## config.mk

```make
export PLATFORM = sky130hd
export DESIGN_NAME = generational_handle_slot_table
export DESIGN_NICKNAME = d
export VERILOG_FILES = /design/src/rtl/gsht_pkg.sv /design/src/rtl/generational_handle_slot_table.sv /design/src/rtl/gsht_store.sv /design/src/rtl/gsht_seq.sv
export SDC_FILE = /design/constraint.sdc
export NUM_CORES = 1
export LEC_CHECK = 0
export BUFFER_PORTS_ARGS = -buffer_cell sky130_fd_sc_hd__buf_2
export CAP_MARGIN = 20
export CORE_MARGIN = 2
export CORE_UTILIZATION = 45
export DETAILED_ROUTE_END_ITERATION = 10
export PLACE_DENSITY_LB_ADDON = 0.08
export SLEW_MARGIN = 20
export SYNTH_ARGS = -nofsm -noshare
export SYNTH_HDL_FRONTEND = slang
export SYNTH_SLANG_ARGS = --single-unit
export TNS_END_PERCENT = 1
```

## constraint.sdc

```tcl
create_clock -name clk_i -period 10.51 [get_ports clk_i]
set_input_delay 1.051 -clock clk_i [delete_from_list [all_inputs] [get_ports clk_i]]
set_output_delay 1.051 -clock clk_i [all_outputs]
set_load 0.01 [all_outputs]
```

## src/rtl/gsht_pkg.sv

```systemverilog
`timescale 1ns / 1ps
`default_nettype none
// ----------------------------------------------------------------------------
// gsht_pkg
// Shared types and constants of the generational handle slot table.
// ----------------------------------------------------------------------------
package gsht_pkg;

  // Default table depth
  localparam int unsigned SLOTS_DEF = 16;

  // Field widths
  localparam int unsigned GEN_W    = 16;
  localparam int unsigned HANDLE_W = 32;
  localparam int unsigned SLOT_W   = 4;
  localparam int unsigned COUNT_W  = 5;

  // Stream widths
  localparam int unsigned S_DATA_W = 32;
  localparam int unsigned S_USER_W = 2;
  localparam int unsigned M_DATA_W = 48;

  // Request kinds
  typedef enum logic [1:0] {
    OP_ALLOC    = 2'd0,
    OP_VALIDATE = 2'd1,
    OP_RELEASE  = 2'd2,
    OP_COUNT    = 2'd3
  } gsht_op_e;

  // Result status codes
  typedef enum logic [1:0] {
    ST_OK      = 2'd0,
    ST_FULL    = 2'd1,
    ST_INVALID = 2'd2
  } gsht_status_e;

  // One table entry
  typedef struct packed {
    logic             used;
    logic [GEN_W-1:0] gen;
  } gsht_ent_t;

  // Write port of the entry store
  typedef struct packed {
    logic      en;
    gsht_ent_t ent;
  } gsht_wr_t;

  // One result
  typedef struct packed {
    gsht_status_e        status;
    logic [HANDLE_W-1:0] handle;
    logic [SLOT_W-1:0]   slot;
    logic [COUNT_W-1:0]  used_count;
  } gsht_res_t;

endpackage
`default_nettype wire

```

## src/rtl/generational_handle_slot_table.sv

```systemverilog
`timescale 1ns / 1ps
`default_nettype none
// ----------------------------------------------------------------------------
// generational_handle_slot_table
// Hands out 32-bit generational handles from a table of SLOTS slots.
// ----------------------------------------------------------------------------
// Usage:
//   A request enters on the s_axis channel: tuser carries the operation
//   (allocate, validate, release, count) and tdata the handle. One result
//   per request leaves on the m_axis channel with status, new handle, slot
//   index and the number of used slots after the request.
//   Path from acceptance to the result in the output register:
//   count and rejected handles go straight to DONE; validate and release
//   pass LOOK_RD and LOOK_CHK; allocate passes ALLOC_RD and ALLOC_CHK for
//   each slot probed by the scan from the lowest possibly free slot.
//   The scan and the handle check share the single read port of the entry
//   memory, so one request is in flight at a time; tready is low from
//   acceptance until its result is handed to the output register.
//   After reset the entry memory is cleared one entry a cycle, with tready
//   low. A stalled receiver holds the output register; the next request
//   may be accepted meanwhile and its result waits.
// ----------------------------------------------------------------------------
module generational_handle_slot_table
  import gsht_pkg::*;
#(
  parameter int unsigned SLOTS = SLOTS_DEF
) (
  input  wire logic                clk_i,
  input  wire logic                rst_ni,
  input  wire logic                s_axis_tvalid,
  output logic                     s_axis_tready,
  // [31:0] handle_in
  input  wire logic [S_DATA_W-1:0] s_axis_tdata,
  // [1:0] operation
  input  wire logic [S_USER_W-1:0] s_axis_tuser,
  output logic                     m_axis_tvalid,
  input  wire logic                m_axis_tready,
  // [1:0] status, [33:2] handle_out, [37:34] slot_index,
  // [42:38] used_count, [47:43] zero
  output logic [M_DATA_W-1:0]      m_axis_tdata
);

  localparam int unsigned IW = (SLOTS > 1) ? $clog2(SLOTS) : 1;

  logic          res_valid;
  logic          res_ready;
  gsht_res_t     res;
  logic [IW-1:0] mem_addr;
  gsht_wr_t      mem_wr;
  gsht_ent_t     mem_rd;

  logic                m_valid_q;
  logic [M_DATA_W-1:0] m_data_q;

  gsht_seq #(
    .SLOTS (SLOTS)
  ) u_seq (
    .clk_i        (clk_i),
    .rst_ni       (rst_ni),
    .req_valid_i  (s_axis_tvalid),
    .req_ready_o  (s_axis_tready),
    .req_op_i     (s_axis_tuser),
    .req_handle_i (s_axis_tdata[HANDLE_W-1:0]),
    .res_valid_o  (res_valid),
    .res_ready_i  (res_ready),
    .res_o        (res),
    .addr_o       (mem_addr),
    .wr_o         (mem_wr),
    .rd_i         (mem_rd)
  );

  gsht_store #(
    .SLOTS (SLOTS)
  ) u_store (
    .clk_i  (clk_i),
    .addr_i (mem_addr),
    .wr_i   (mem_wr),
    .rd_o   (mem_rd)
  );

  // Output register takes a result when empty or being drained
  assign res_ready = !m_valid_q || m_axis_tready;

  always_ff @(posedge clk_i or negedge rst_ni) begin
    if (!rst_ni) begin
      m_valid_q <= 1'b0;
    end else if (res_ready) begin
      m_valid_q <= res_valid;
    end
  end

  // Pack the result fields, lowest first
  always_ff @(posedge clk_i) begin
    if (res_valid && res_ready) begin
      m_data_q <= {5'b00000, res.used_count, res.slot, res.handle, res.status};
    end
  end

  assign m_axis_tvalid = m_valid_q;
  assign m_axis_tdata  = m_data_q;

endmodule
`default_nettype wire

```

## src/rtl/gsht_store.sv

```systemverilog
`timescale 1ns / 1ps
`default_nettype none
// ----------------------------------------------------------------------------
// gsht_store
// Entry memory: one used flag and one generation per slot, one write port
// and one registered read port sharing the sequencer's address.
// ----------------------------------------------------------------------------
module gsht_store
  import gsht_pkg::*;
#(
  parameter int unsigned SLOTS = SLOTS_DEF,
  localparam int unsigned IW   = (SLOTS > 1) ? $clog2(SLOTS) : 1
) (
  input  wire logic          clk_i,
  input  wire logic [IW-1:0] addr_i,
  input  wire gsht_wr_t      wr_i,
  output gsht_ent_t          rd_o
);

  gsht_ent_t mem [SLOTS];
  gsht_ent_t rd_q;

  // Write the addressed entry
  always_ff @(posedge clk_i) begin
    if (wr_i.en) begin
      mem[addr_i] <= wr_i.ent;
    end
  end

  // Read the addressed entry, registered
  always_ff @(posedge clk_i) begin
    rd_q <= mem[addr_i];
  end

  assign rd_o = rd_q;

endmodule
`default_nettype wire

```

## src/rtl/gsht_seq.sv

```systemverilog
`timescale 1ns / 1ps
`default_nettype none
// ----------------------------------------------------------------------------
// gsht_seq
// Request sequencer: clears the store after reset, scans for the lowest
// free slot, checks handles and updates the used count and free hint.
// ----------------------------------------------------------------------------
module gsht_seq
  import gsht_pkg::*;
#(
  parameter int unsigned SLOTS = SLOTS_DEF,
  localparam int unsigned IW   = (SLOTS > 1) ? $clog2(SLOTS) : 1,
  localparam int unsigned CW   = $clog2(SLOTS + 1)
) (
  input  wire logic                clk_i,
  input  wire logic                rst_ni,
  // request side
  input  wire logic                req_valid_i,
  output logic                     req_ready_o,
  input  wire logic [S_USER_W-1:0] req_op_i,
  input  wire logic [HANDLE_W-1:0] req_handle_i,
  // result side
  output logic                     res_valid_o,
  input  wire logic                res_ready_i,
  output gsht_res_t                res_o,
  // entry store
  output logic [IW-1:0]            addr_o,
  output gsht_wr_t                 wr_o,
  input  wire gsht_ent_t           rd_i
);

  typedef enum logic [2:0] {
    CLEAR,
    IDLE,
    ALLOC_RD,
    ALLOC_CHK,
    LOOK_RD,
    LOOK_CHK,
    DONE
  } state_e;

  localparam logic [IW-1:0]    LastIdx = IW'(SLOTS - 1);
  localparam logic [CW-1:0]    CntFull = CW'(SLOTS);
  localparam logic [GEN_W-1:0] SlotsW  = GEN_W'(SLOTS);

  state_e              state_q, state_d;
  logic [IW-1:0]       addr_q, addr_d;
  logic [CW-1:0]       cnt_q, cnt_d;
  logic [CW-1:0]       lw_q, lw_d;
  gsht_op_e            op_q, op_d;
  logic [GEN_W-1:0]    gen_q, gen_d;
  gsht_status_e        st_q, st_d;
  logic [HANDLE_W-1:0] hdl_q, hdl_d;
  logic [SLOT_W-1:0]   slot_q, slot_d;

  gsht_op_e            req_op;
  logic [GEN_W-1:0]    hlow;
  logic [GEN_W-1:0]    hidx;
  logic [GEN_W-1:0]    gen_inc;
  logic [GEN_W-1:0]    gen_new;
  logic [IW+3:0]       slot_ext;
  logic [CW+4:0]       cnt_ext;

  assign req_op   = gsht_op_e'(req_op_i);
  assign hlow     = req_handle_i[GEN_W-1:0];
  assign hidx     = hlow - GEN_W'(1);
  assign gen_inc  = rd_i.gen + GEN_W'(1);
  // skip generation zero on wrap
  assign gen_new  = (gen_inc == '0) ? GEN_W'(1) : gen_inc;
  assign slot_ext = {4'b0000, addr_q};
  assign cnt_ext  = {5'b00000, cnt_q};

  // Next-state and datapath control
  always_comb begin
    state_d = state_q;
    addr_d  = addr_q;
    cnt_d   = cnt_q;
    lw_d    = lw_q;
    op_d    = op_q;
    gen_d   = gen_q;
    st_d    = st_q;
    hdl_d   = hdl_q;
    slot_d  = slot_q;
    wr_o    = '0;

    case (state_q)
      CLEAR: begin
        // zero one entry a cycle
        wr_o.en = 1'b1;
        if (addr_q == LastIdx) begin
          addr_d  = '0;
          state_d = IDLE;
        end else begin
          addr_d = addr_q + IW'(1);
        end
      end

      IDLE: begin
        if (req_valid_i) begin
          op_d   = req_op;
          gen_d  = req_handle_i[HANDLE_W-1:GEN_W];
          st_d   = ST_OK;
          hdl_d  = '0;
          slot_d = '0;
          case (req_op)
            OP_ALLOC: begin
              if (cnt_q == CntFull) begin
                st_d    = ST_FULL;
                state_d = DONE;
              end else begin
                addr_d  = lw_q[IW-1:0];
                state_d = ALLOC_RD;
              end
            end
            OP_VALIDATE, OP_RELEASE: begin
              if (hlow == '0 || hlow > SlotsW) begin
                st_d    = ST_INVALID;
                state_d = DONE;
              end else begin
                addr_d  = hidx[IW-1:0];
                state_d = LOOK_RD;
              end
            end
            default: begin
              state_d = DONE;
            end
          endcase
        end
      end

      ALLOC_RD: begin
        state_d = ALLOC_CHK;
      end

      ALLOC_CHK: begin
        if (rd_i.used) begin
          // advance to the next slot
          addr_d  = addr_q + IW'(1);
          state_d = ALLOC_RD;
        end else begin
          wr_o.en       = 1'b1;
          wr_o.ent.used = 1'b1;
          wr_o.ent.gen  = gen_new;
          cnt_d   = cnt_q + CW'(1);
          lw_d    = CW'(addr_q) + CW'(1);
          hdl_d   = {gen_new, GEN_W'(addr_q) + GEN_W'(1)};
          slot_d  = slot_ext[SLOT_W-1:0];
          state_d = DONE;
        end
      end

      LOOK_RD: begin
        state_d = LOOK_CHK;
      end

      LOOK_CHK: begin
        if (rd_i.used && rd_i.gen == gen_q) begin
          slot_d = slot_ext[SLOT_W-1:0];
          if (op_q == OP_RELEASE) begin
            // free the slot, keep its generation
            wr_o.en       = 1'b1;
            wr_o.ent.used = 1'b0;
            wr_o.ent.gen  = rd_i.gen;
            cnt_d = cnt_q - CW'(1);
            if (CW'(addr_q) < lw_q) begin
              lw_d = CW'(addr_q);
            end
          end
        end else begin
          st_d = ST_INVALID;
        end
        state_d = DONE;
      end

      DONE: begin
        if (res_ready_i) begin
          state_d = IDLE;
        end
      end

      default: begin
        state_d = IDLE;
      end
    endcase
  end

  // State, control and result registers
  always_ff @(posedge clk_i or negedge rst_ni) begin
    if (!rst_ni) begin
      state_q <= CLEAR;
      addr_q  <= '0;
      cnt_q   <= '0;
      lw_q    <= '0;
      op_q    <= OP_COUNT;
      gen_q   <= '0;
      st_q    <= ST_OK;
      hdl_q   <= '0;
      slot_q  <= '0;
    end else begin
      state_q <= state_d;
      addr_q  <= addr_d;
      cnt_q   <= cnt_d;
      lw_q    <= lw_d;
      op_q    <= op_d;
      gen_q   <= gen_d;
      st_q    <= st_d;
      hdl_q   <= hdl_d;
      slot_q  <= slot_d;
    end
  end

  assign req_ready_o       = (state_q == IDLE);
  assign res_valid_o       = (state_q == DONE);
  assign res_o.status      = st_q;
  assign res_o.handle      = hdl_q;
  assign res_o.slot        = slot_q;
  assign res_o.used_count  = cnt_ext[COUNT_W-1:0];
  assign addr_o            = addr_q;

endmodule
`default_nettype wire

```

== Word-level counts from Yosys, hierarchy flattened ==
Memories as Yosys holds them, arrays and structs flattened. A register that Yosys moved wholly into a read port is not among the register bits.
Cells that the tools add are included.
Word-level totals
  bits of input ports: 38
  bits in read-only memories: 0
  memories: 1
  memory bits (writable): 272
  output and inout port bits: 50
  bits in registers: 117
  word-level logic and storage cells: 113
  bits in latches: 0
Memory list
  u_store.mem: words 16, bits a word 17, rd ports 1, clocked after memory_dff 1, write ports 1, line gsht_store.sv:20  | gsht_ent_t mem [SLOTS];
Operators by class
  $add $sub $neg: 7
  $mul: 0
  shifts and indexed selects: 0
  multiplexer cells: 45
  divide/modulo/power cells: 0
  bitwise operators: 0
  magnitude comparators: 2
  equal/unequal tests: 24
  reductions and logical operators: 23
Operator list (number)
  32-bit 2-to-1 mux: 2
  32-bit one-hot mux with 2 select lines: 1
  18-bit 2-to-1 mux: 3
  5-bit 2-to-1 mux: 7
  17-bit one-hot mux with 2 select lines: 1
  16-bit zero test: 2
  4-bit 2-to-1 mux: 8
  4-bit one-hot mux with 3 select lines: 2
  3-bit one-hot mux with 7 select lines: 1
  5-bit one-hot mux with 2 select lines: 2
  16-bit by 1-bit adder with 16-bit output, second input constant: 1
  16-bit == test: 1
  16-bit by 5-bit greater-than comparator with 1-bit output, second input constant: 1
  16-bit 2-to-1 mux: 1
  3-bit 2-to-1 mux: 5
  2-bit by 1-bit != test with 1-bit output, second input constant: 6
  4-bit by 1-bit adder with 5-bit output, second input constant: 2
  3-bit == test, second input constant: 3
  3-bit AND reduction: 3
  2-bit 2-to-1 mux: 4
  2-bit one-hot mux with 2 select lines: 2
  4-bit one-hot mux with 2 select lines: 1
  4-bit AND reduction: 2
  3-bit by 2-bit == test with 1-bit output, second input constant: 2
  other kinds (27): 38

== Longest topological paths before layout ==
Gate-level depths: netlist of run 1.
  depth in word-level cells: 7
  gate-level depth with buffers: 10
  depth with buffers taken out: 9

== Modules after synthesis ==
From an unflattened synthesis of run 1, not the netlist that was laid out.
Second synthesis, totals
  cells, all modules: 970
  area, all modules: 16044.1 um^2
By module, submodules not included
  gsht_store: sequential area each 8508.2 um^2, times used 1, cells an instance 458, area each 10630.2 um^2
  gsht_seq: sequential area each 1554.0 um^2, times used 1, cells an instance 459, area each 4027.6 um^2
  generational_handle_slot_table: sequential area each 1316.3 um^2, times used 1, cells an instance 53, area each 1386.3 um^2

== Worst setup path before layout of run 1 ==
No wires, ideal clock.
  path kind: reg-to-reg
  start: register u_seq.state_q[1]
  end: memory u_store.mem[11][0] in the netlist's numbering, enable pin
  library setup time: 441 ps
  stages on the path, launching flop included: 8
  clock period less this slack: 4081 ps
  path slack: 6429 ps
  path buffers: 1
  arrival time: 3640 ps
  path through: dfrtp_1 or2_1 clkbuf_1 inv_2 nand3b_1 nor4_4 nor3_1 nor4b_1
On the way
  longest elaborated chain between the ends: 4
  elaborated cells between the ends (all ways): 6
  classes of those cells: 2 x eq/ne; 3 x mux; 1 x reduce/logical
RTL lines
  start, declared: line gsht_seq.sv:46  | state_e state_q, state_d;
  start signal, assigned: line gsht_seq.sv:200  | state_q <= state_d;
  3-bit == test (tied with other cells): line gsht_seq.sv:86  | case (state_q)
  1-bit one-hot mux with 3 select lines (*): line gsht_seq.sv:86
  1-bit 2-to-1 mux (*): line gsht_store.sv:25  | if (wr_i.en) begin
  1-bit 2-to-1 mux (implied by the code) (*): line gsht_store.sv:26  | mem[addr_i] <= wr_i.ent;
  end, declared: line gsht_store.sv:20
Every way passes the cells marked *; elsewhere a longest branch is shown, timed or not.

== Final worst setup path of run 1 ==
  start: register u_seq.state_q[0]
  end: memory u_store.mem[14][2] in the netlist's numbering, enable pin
The elaborated chain is that of the path after synthesis.

==> flow_metrics.py, run 1 <==
metrics = {
    "setup_path": {
        "startpoint_type": "register",
        "crit_fanout": 19,
        "crit_type": "reg -> reg",
        "critPathCaptureType": "register",
        "rr_worst_depth": 9,
        "cp.arrival_ns": 3.62,
        "critPathRequiredTime_ns": 10.66,
    },
    "final_layout": {
        "final_design_area_no_fill_um2": 17800,
        "drive_above_1_share_pct": 27.3,
        "antenna_cells": 0,
        "final_nets": 1040,
        "syn_to_final_growth_pct": 13.9,
        "nFillCells": 2822,
    },
    "cts": {
        "path_clk_slew_ns": 0.06,
        "htreeDepth": 2,
        "clk-insertion-delay-late_ns": 0.53,
        "cts-root-buf": "clkbuf_16",
        "cts_setup_buffers": 0,
        "numCtsBuffers": 41,
        "clock_sinks": 384,
        "hold_buffers": 0,
        "cts_resized": 0,
        "cts.path.max_buffers": 3,
        "cts_tree": "yes",
    },
    "die": {
        "ios": 88,
        "die_x_um": 190,
        "initial_core_util_pct": 45.5,
        "dieArea_um2": 36300,
        "core_area_um2": 34400,
        "row_count": 68,
        "die_h_um": 190,
    },
    "timing": {
        "worst_pin_slew_ns": 1.07,
        "final_hold_viol_count": 0,
        "rsz0062_at_grt": "no",
        "timing.fmax_mhz": 288,
        "post-route-min-period_ns": 3.48,
        "period_share_pct": 33.1,
        "slew_headroom_pct": 28.5,
        "final_max_slew_viol_count": 0,
        "fin_tns_setup_ns": 0,
        "setup_viol": 0,
        "finalClockSkew_ns": 0.0204,
    },
    "placed_design": {
        "dpl_cell_area_um2": 16500,
        "portBuffers": 71,
        "place_congestion": 0.839,
        "hpwlAfterDp_um": 23400,
    },
    "logic_synthesis": {
        "synth_compound_area_share_pct": 3.74,
        "synth_top_family_by_area": "multiplexers",
        "ys_warn_count": 0,
        "synth_area_leaders": "edfxtp_1 (58%), mux4_2 (12%), dfrtp_1 (9.8%)",
        "synth_area_um2": 15600,
        "synthCells": 906,
        "synthXorXnorAreaFrac_pct": 2.52,
        "netlist-cell-type-count": 54,
        "async_flop_share_pct": 16.4,
        "synth-adder-area-share_pct": 1.25,
        "synth_flop_cell": "edfxtp_1",
        "ys_seq_area_share_pct": 70.6,
        "yosysMostFrequentCell": "edfxtp_1",
        "synth-edff-count": 304,
        "synth_top_area_share_pct": 58.3,
        "postSynthAreaPerCell_um2": 17.3,
        "synth_mux_area_share_pct": 13.9,
        "synthSimpleGateAreaFrac_pct": 5.40,
        "yosys-top-cells-count": "edfxtp_1 (304), mux4_2 (85), dfrtp_1 (61)",
        "synth-seq-cells": 384,
        "synth_area_leader_cell": "edfxtp_1",
    },
    "routing": {
        "via_count": 8098,
        "drt_wl_total_um": 35800,
        "drtIter0Drc": 698,
        "ant_nets": 0,
        "wl_per_cell_um": 24.3,
        "post-route-drc-count": 0,
        "avgViaCountPerCell": 5.49,
        "dr.pass1.iters": 5,
    },
    "min_path": {
        "hold_depth": 0,
        "hold_path_class": "reg -> reg",
    },
    "global_routing": {
        "grt.total_usage_pct": 20.2,
        "grt_pass1_wl_um": 53400,
        "antenna_found_initial": 0,
        "first_global_vias": 8303,
        "grt_max_degree": 64,
        "grt_overflow": 0,
    },
    "status": {
        "status": "completed",
    },
    "power": {
        "p_leak_uw": 0.00639,
        "vdd_ir_drop_max_mv": 0.167,
        "power_density_nw_per_um2": 286,
    },
    "run": {
        "cap_violations": 0,
    },
}
-- area by class of cell --
cell class              count  area (um^2)  share of cell area (%)
flip-flops and latches    384        11100                    62.0
multi-input cells         452         4330                    24.3
inverters                  19         71.3                   0.400
clock buffers              50         1090                    6.11
repair buffers             89          490                    2.75
well taps                 455          569                    3.19
clock inverters            25          221                    1.24
-- final timing paths --
path	from	to	slack, ns
setup / recovery	u_seq.state_q[0]$_DFFE_PN0P_	u_store.mem[14][2]$_DFFE_PP_	7.03
hold / removal	u_seq.hdl_q[23]$_DFFE_PN0P_	m_axis_tdata[25]$_DFFE_PP_	0.45
setup reg to reg	u_seq.state_q[0]$_DFFE_PN0P_	u_store.mem[14][2]$_DFFE_PP_	7.03
hold reg to reg	u_seq.hdl_q[23]$_DFFE_PN0P_	m_axis_tdata[25]$_DFFE_PP_	0.45
max in group asynchronous	rst_ni	u_seq.addr_o[0]$_DFFE_PN0P_	9.19
min in group asynchronous	rst_ni	u_seq.cnt_q[2]$_DFFE_PN0P_	0.70
-- power by group --
part / internal, uW / switching [uW] / total, uW
Clock: 835 / 567 / 1400
Combinational: 634 / 837 / 1470
Sequential: 1970 / 248 / 2220
-- per-layer routing --
layer	global-route usage [%]	vias to the layer above	wire length (um)
met4	5.46	0	820
li1	-	3654	-
met2	33.7	229	17600
met5	0	-	0
met1	27.7	4167	15600
met3	3.55	48	1800
-- critical path, stage by stage (launching register included) --
cell,delay (ns)
dfrtp_1,0.52
nand2_1,0.07
or2_1,0.33
inv_2,0.23
nand3b_1,0.20
nor4_4,0.30
buf_4,0.29
nor3_2,0.09
buf_4,0.23
nor2_2,0.81
-- cell usage in the layout (no fill, tap or decap), drive strengths merged, types with 5 or more instances in the layout --
| master | instances |
|---|---|
| xor2 | 22 |
| nand2 | 56 |
| ha | 14 |
| a21o | 8 |
| o21ai | 34 |
| xnor2 | 23 |
| nand4 | 5 |
| mux4 | 85 |
| dfxtp | 17 |
| clkinv | 20 |
| buf | 89 |
| mux2 | 19 |
| conb | 16 |
| o31ai | 5 |
| mux2i | 5 |
| nor4 | 8 |
| nand3 | 31 |
| nor2 | 37 |
| a22o | 7 |
| nor3 | 9 |
| edfxtp | 304 |
| dfrtp | 61 |
| clkbuf | 50 |
| nand2b | 5 |
| a21oi | 16 |
| inv | 20 |
-- kinds of logic (layout without fill, tap and decap cells) --
family | Yosys count | count (layout)
other | 1 | 16
AO/OA/AOI/OAI | 92 | 92
multiplexers | 109 | 109
AND/OR/NAND/NOR | 175 | 175
buffers and inverters | 85 | 183
XOR/XNOR | 45 | 45
flip-flops | 384 | 384
adder cells (fa/ha/maj) | 15 | 15
-- registers in the layout, summed over array words and instances, names as in the netlist --
| name | flops |
|---|---|
| m_axis_tdata | 32 |
| m_axis_tvalid | 1 |
| u_seq.addr_o | 4 |
| u_seq.cnt_q | 5 |
| u_seq.gen_q | 16 |
| u_seq.hdl_q | 21 |
| u_seq.lw_q | 5 |
| u_seq.op_q | 2 |
| u_seq.slot_q | 4 |
| u_seq.st_q | 2 |
| u_seq.state_q | 3 |
| u_store.mem | 272 |
| u_store.rd_o | 17 |
-- metrics by stage --
stage	worst slack [ns]	hold slack [ns]	util, %	std cells	power (uW)
after floorplan	6.43	0.425	-	921	3190
after global placement	7.11	0.433	48.0	1399	3740
after detailed placement	7.03	0.434	48.0	1399	3750
after CTS	7.00	0.447	51.9	1474	5150
after global routing	6.74	0.464	51.9	1474	5340
final	7.03	0.451	51.9	1474	5100
Power figures use the tool's default switching activity.
==> inputs of run 2 (changes only) <==
ABC_AREA = 1   (was default)
clock period = 2.9 ns   (was 10.51 ns; I/O delays follow)
==> flow_metrics.py, run 2 <==
metrics = {
    "routing": {
        "avgViaCountPerCell": 5.40,
        "ant_nets": 0,
        "drtIter0Drc": 957,
        "wl_per_cell_um": 21.0,
        "dr.pass1.iters": 5,
        "via_count": 11100,
        "post-route-drc-count": 0,
        "drt_wl_total_um": 43300,
    },
    "global_routing": {
        "grt_overflow": 0,
        "first_global_vias": 10600,
        "antenna_found_initial": 1,
        "grt_max_degree": 103,
        "grt.total_usage_pct": 23.8,
        "grt_pass1_wl_um": 65000,
    },
    "power": {
        "sw_frac_of_total_pct": 36.7,
        "seq_power_share_pct": 40.7,
        "power_uw": 18700,
        "p_leak_uw": 0.00731,
        "clockPowerShare_pct": 27.9,
        "vdd_ir_drop_max_mv": 0.575,
        "power_density_nw_per_um2": 993,
        "internal_power_uw": 11800,
        "power_switching_uw": 6860,
        "combPwrFrac_pct": 31.4,
    },
    "logic_synthesis": {
        "synth-edff-count": 304,
        "synth_area_leader_cell": "edfxtp_1",
        "yosys-top-cells-count": "edfxtp_1 (304), nand2_1 (277), o21ai_0 (194)",
        "ys_seq_area_share_pct": 68.8,
        "synth_area_leaders": "edfxtp_1 (57%), dfrtp_1 (9.5%), nand2_1 (6.5%)",
        "yosysMostFrequentCell": "edfxtp_1",
        "synth-seq-cells": 384,
        "postSynthAreaPerCell_um2": 11.2,
        "synthCells": 1440,
        "synth_top_area_share_pct": 56.8,
        "ys_warn_count": 0,
        "netlist-cell-type-count": 41,
        "synth_area_um2": 16100,
        "synth_flop_cell": "edfxtp_1",
        "async_flop_share_pct": 16.4,
    },
    "cts": {
        "cts_tree": "yes",
        "cts_resized": 0,
        "cts-root-buf": "clkbuf_16",
        "cts.path.max_buffers": 3,
        "path_clk_slew_ns": 0.06,
        "clock_sinks": 384,
        "numCtsBuffers": 42,
        "htreeDepth": 2,
        "clk-insertion-delay-late_ns": 0.57,
    },
    "timing": {
        "holdWs_ns": 0.175,
        "fin_tns_setup_ns": 0,
        "final_hold_viol_count": 0,
        "setup_viol": 0,
        "timing.fmax_mhz": 392,
        "worst_slack_ns": 0.346,
        "worst_pin_slew_ns": 1.01,
        "finalClockSkew_ns": 0.0255,
        "slew_headroom_pct": 32.3,
        "rsz0062_at_grt": "no",
        "period_share_pct": 88.1,
        "final_max_slew_viol_count": 0,
        "post-route-min-period_ns": 2.55,
    },
    "final_layout": {
        "regMostFlops": "u_store.mem",
        "syn_to_final_growth_pct": 17.0,
        "drive_above_1_share_pct": 14.4,
        "final_common_cell": "edfxtp_1",
        "final_cell_mix": "edfxtp_1 (304), nand2_1 (277), o21ai_0 (194)",
        "regArea_um2": 11100,
        "antenna_cells": 0,
        "largest_reg_flops": 272,
        "nFillCells": 3112,
        "final_nets": 1617,
        "multi_input_comb_area_um2": 4330,
    },
    "die": {
        "die_h_um": 193,
        "dieArea_um2": 37200,
        "die_x_um": 193,
        "initial_core_util_pct": 45.4,
        "core_area_um2": 35400,
        "row_count": 69,
        "ios": 88,
    },
    "setup_path": {
        "rr_worst_depth": 13,
        "crit_fanout": 16,
        "cp.arrival_ns": 2.84,
        "critPathCaptureType": "register",
        "crit_top_cell": "nand2_1",
        "crit_slowest_cell": "dfxtp_1",
        "cp.depth": 13,
        "critPathRequiredTime_ns": 3.19,
        "crit_chain": "ha_1 > nand3_2 > nor2_1 > nand2_1 > nand2_1 > nand2_1 > nor2_1 > nand2_1 > nor2_1 > nand2_1 > nand2_1 > nand2_1 > nand2_1",
        "critPathBufInv": 0,
        "startpoint_type": "register",
        "crit_type": "reg -> reg",
        "cpPeakStageDelay_ns": 0.51,
        "critPathTopFamily": "simple AND/OR/NAND/NOR gates",
    },
    "run": {
        "cap_violations": 0,
    },
    "status": {
        "status": "completed",
    },
    "placed_design": {
        "pre_cts_slack_ns": 0.345,
        "hpwlAfterDp_um": 26600,
        "place_congestion": 0.889,
        "portBuffers": 71,
    },
    "min_path": {
        "hold_path_class": "in -> reg",
        "hold_depth": 4,
    },
}
## run 2: changes by cell type after synthesis, sizes merged, moves of 32 or more
cell	delta
nand2	+226
o21ai	+162
nor2	+152
mux4	-85
o22ai	+68
inv	+67
nand3	+32
## run 2: final cells by class
type	instances	share of cell area (%)
timing repair buffer	152	6.13
multi-input combinational	898	23.0
clock inverter	20	0.906
sequential	384	58.8
clock buffer	58	6.29
tap	461	3.07
inverter	86	1.74
## run 2: through the flow
stage,instance area (um^2),cells,utilization (%)
after CTS,18800,2059,53.1
after detailed placement,17200,1961,48.7
after floorplan,16100,1455,-
after global placement,17200,1961,48.7
final,18800,2059,53.1
after global routing,18800,2059,53.1
## run 2: power by group through the flow
stage / registers (uW) / clock network [uW] / logic, uW
floorplan: 7440 / 0 / 3890
global placement: 7670 / 0 / 5850
detailed placement: 7690 / 0 / 5850
CTS: 7590 / 5320 / 5890
global route: 7690 / 5540 / 6530
finish: 7600 / 5210 / 5860
## run 2: logic make-up (layout without fill, tap and decap cells)
kind of cell / count (synthesis) / after routing / synth area share, %
AOI/OAI and AO/OA: 277 / 277 / 9.22
xor gates and xnor gates: 12 / 12 / 0.654
adders and majority gates: 15 / 15 / 1.22
buffers and inverters: 173 / 316 / 4.71
DFF: 384 / 384 / 68.8
other: 1 / 16 / 0.0233
and+or+nand+nor: 578 / 578 / 15.4
## run 2: worst reg2reg max path: stages, from the launching register on
cell	delay [ns]
dfxtp_1	0.51
ha_1	0.29
nand3_2	0.12
nor2_1	0.31
nand2_1	0.09
nand2_1	0.07
nand2_1	0.06
nor2_1	0.08
nand2_1	0.05
nor2_1	0.10
nand2_1	0.08
nand2_1	0.07
nand2_1	0.06
nand2_1	0.39
## run 2: layer usage
metal / track usage (%) / part of all wire [%]
met1: 34.1 / 46
met2: 37.5 / 46
met3: 3.62 / 6.4
met4: 7.66 / 2.3
met5: 0 / 0
## run 2: repair_timing
item	CTS	global route
setup buffers	0	0
hold buffers	20	0
hold endpoints to repair	44	0
## run 2: worst paths after layout
path	from	endpoint	slack (ns)
worst max-delay path	u_store.rd_o[0]$_DFF_P_	u_store.mem[0][0]$_DFFE_PP_	0.35
worst min-delay path	s_axis_tdata[0]	u_seq.addr_o[0]$_DFFE_PN0P_	0.18
worst max register to register	u_store.rd_o[0]$_DFF_P_	u_store.mem[0][0]$_DFFE_PP_	0.35
worst min register to register	u_seq.hdl_q[30]$_DFFE_PN0P_	m_axis_tdata[32]$_DFFE_PP_	0.45
max in group asynchronous	rst_ni	u_seq.gen_q[4]$_DFFE_PN0P_	1.66
min in group asynchronous	rst_ni	u_seq.cnt_q[3]$_DFFE_PN0P_	0.31
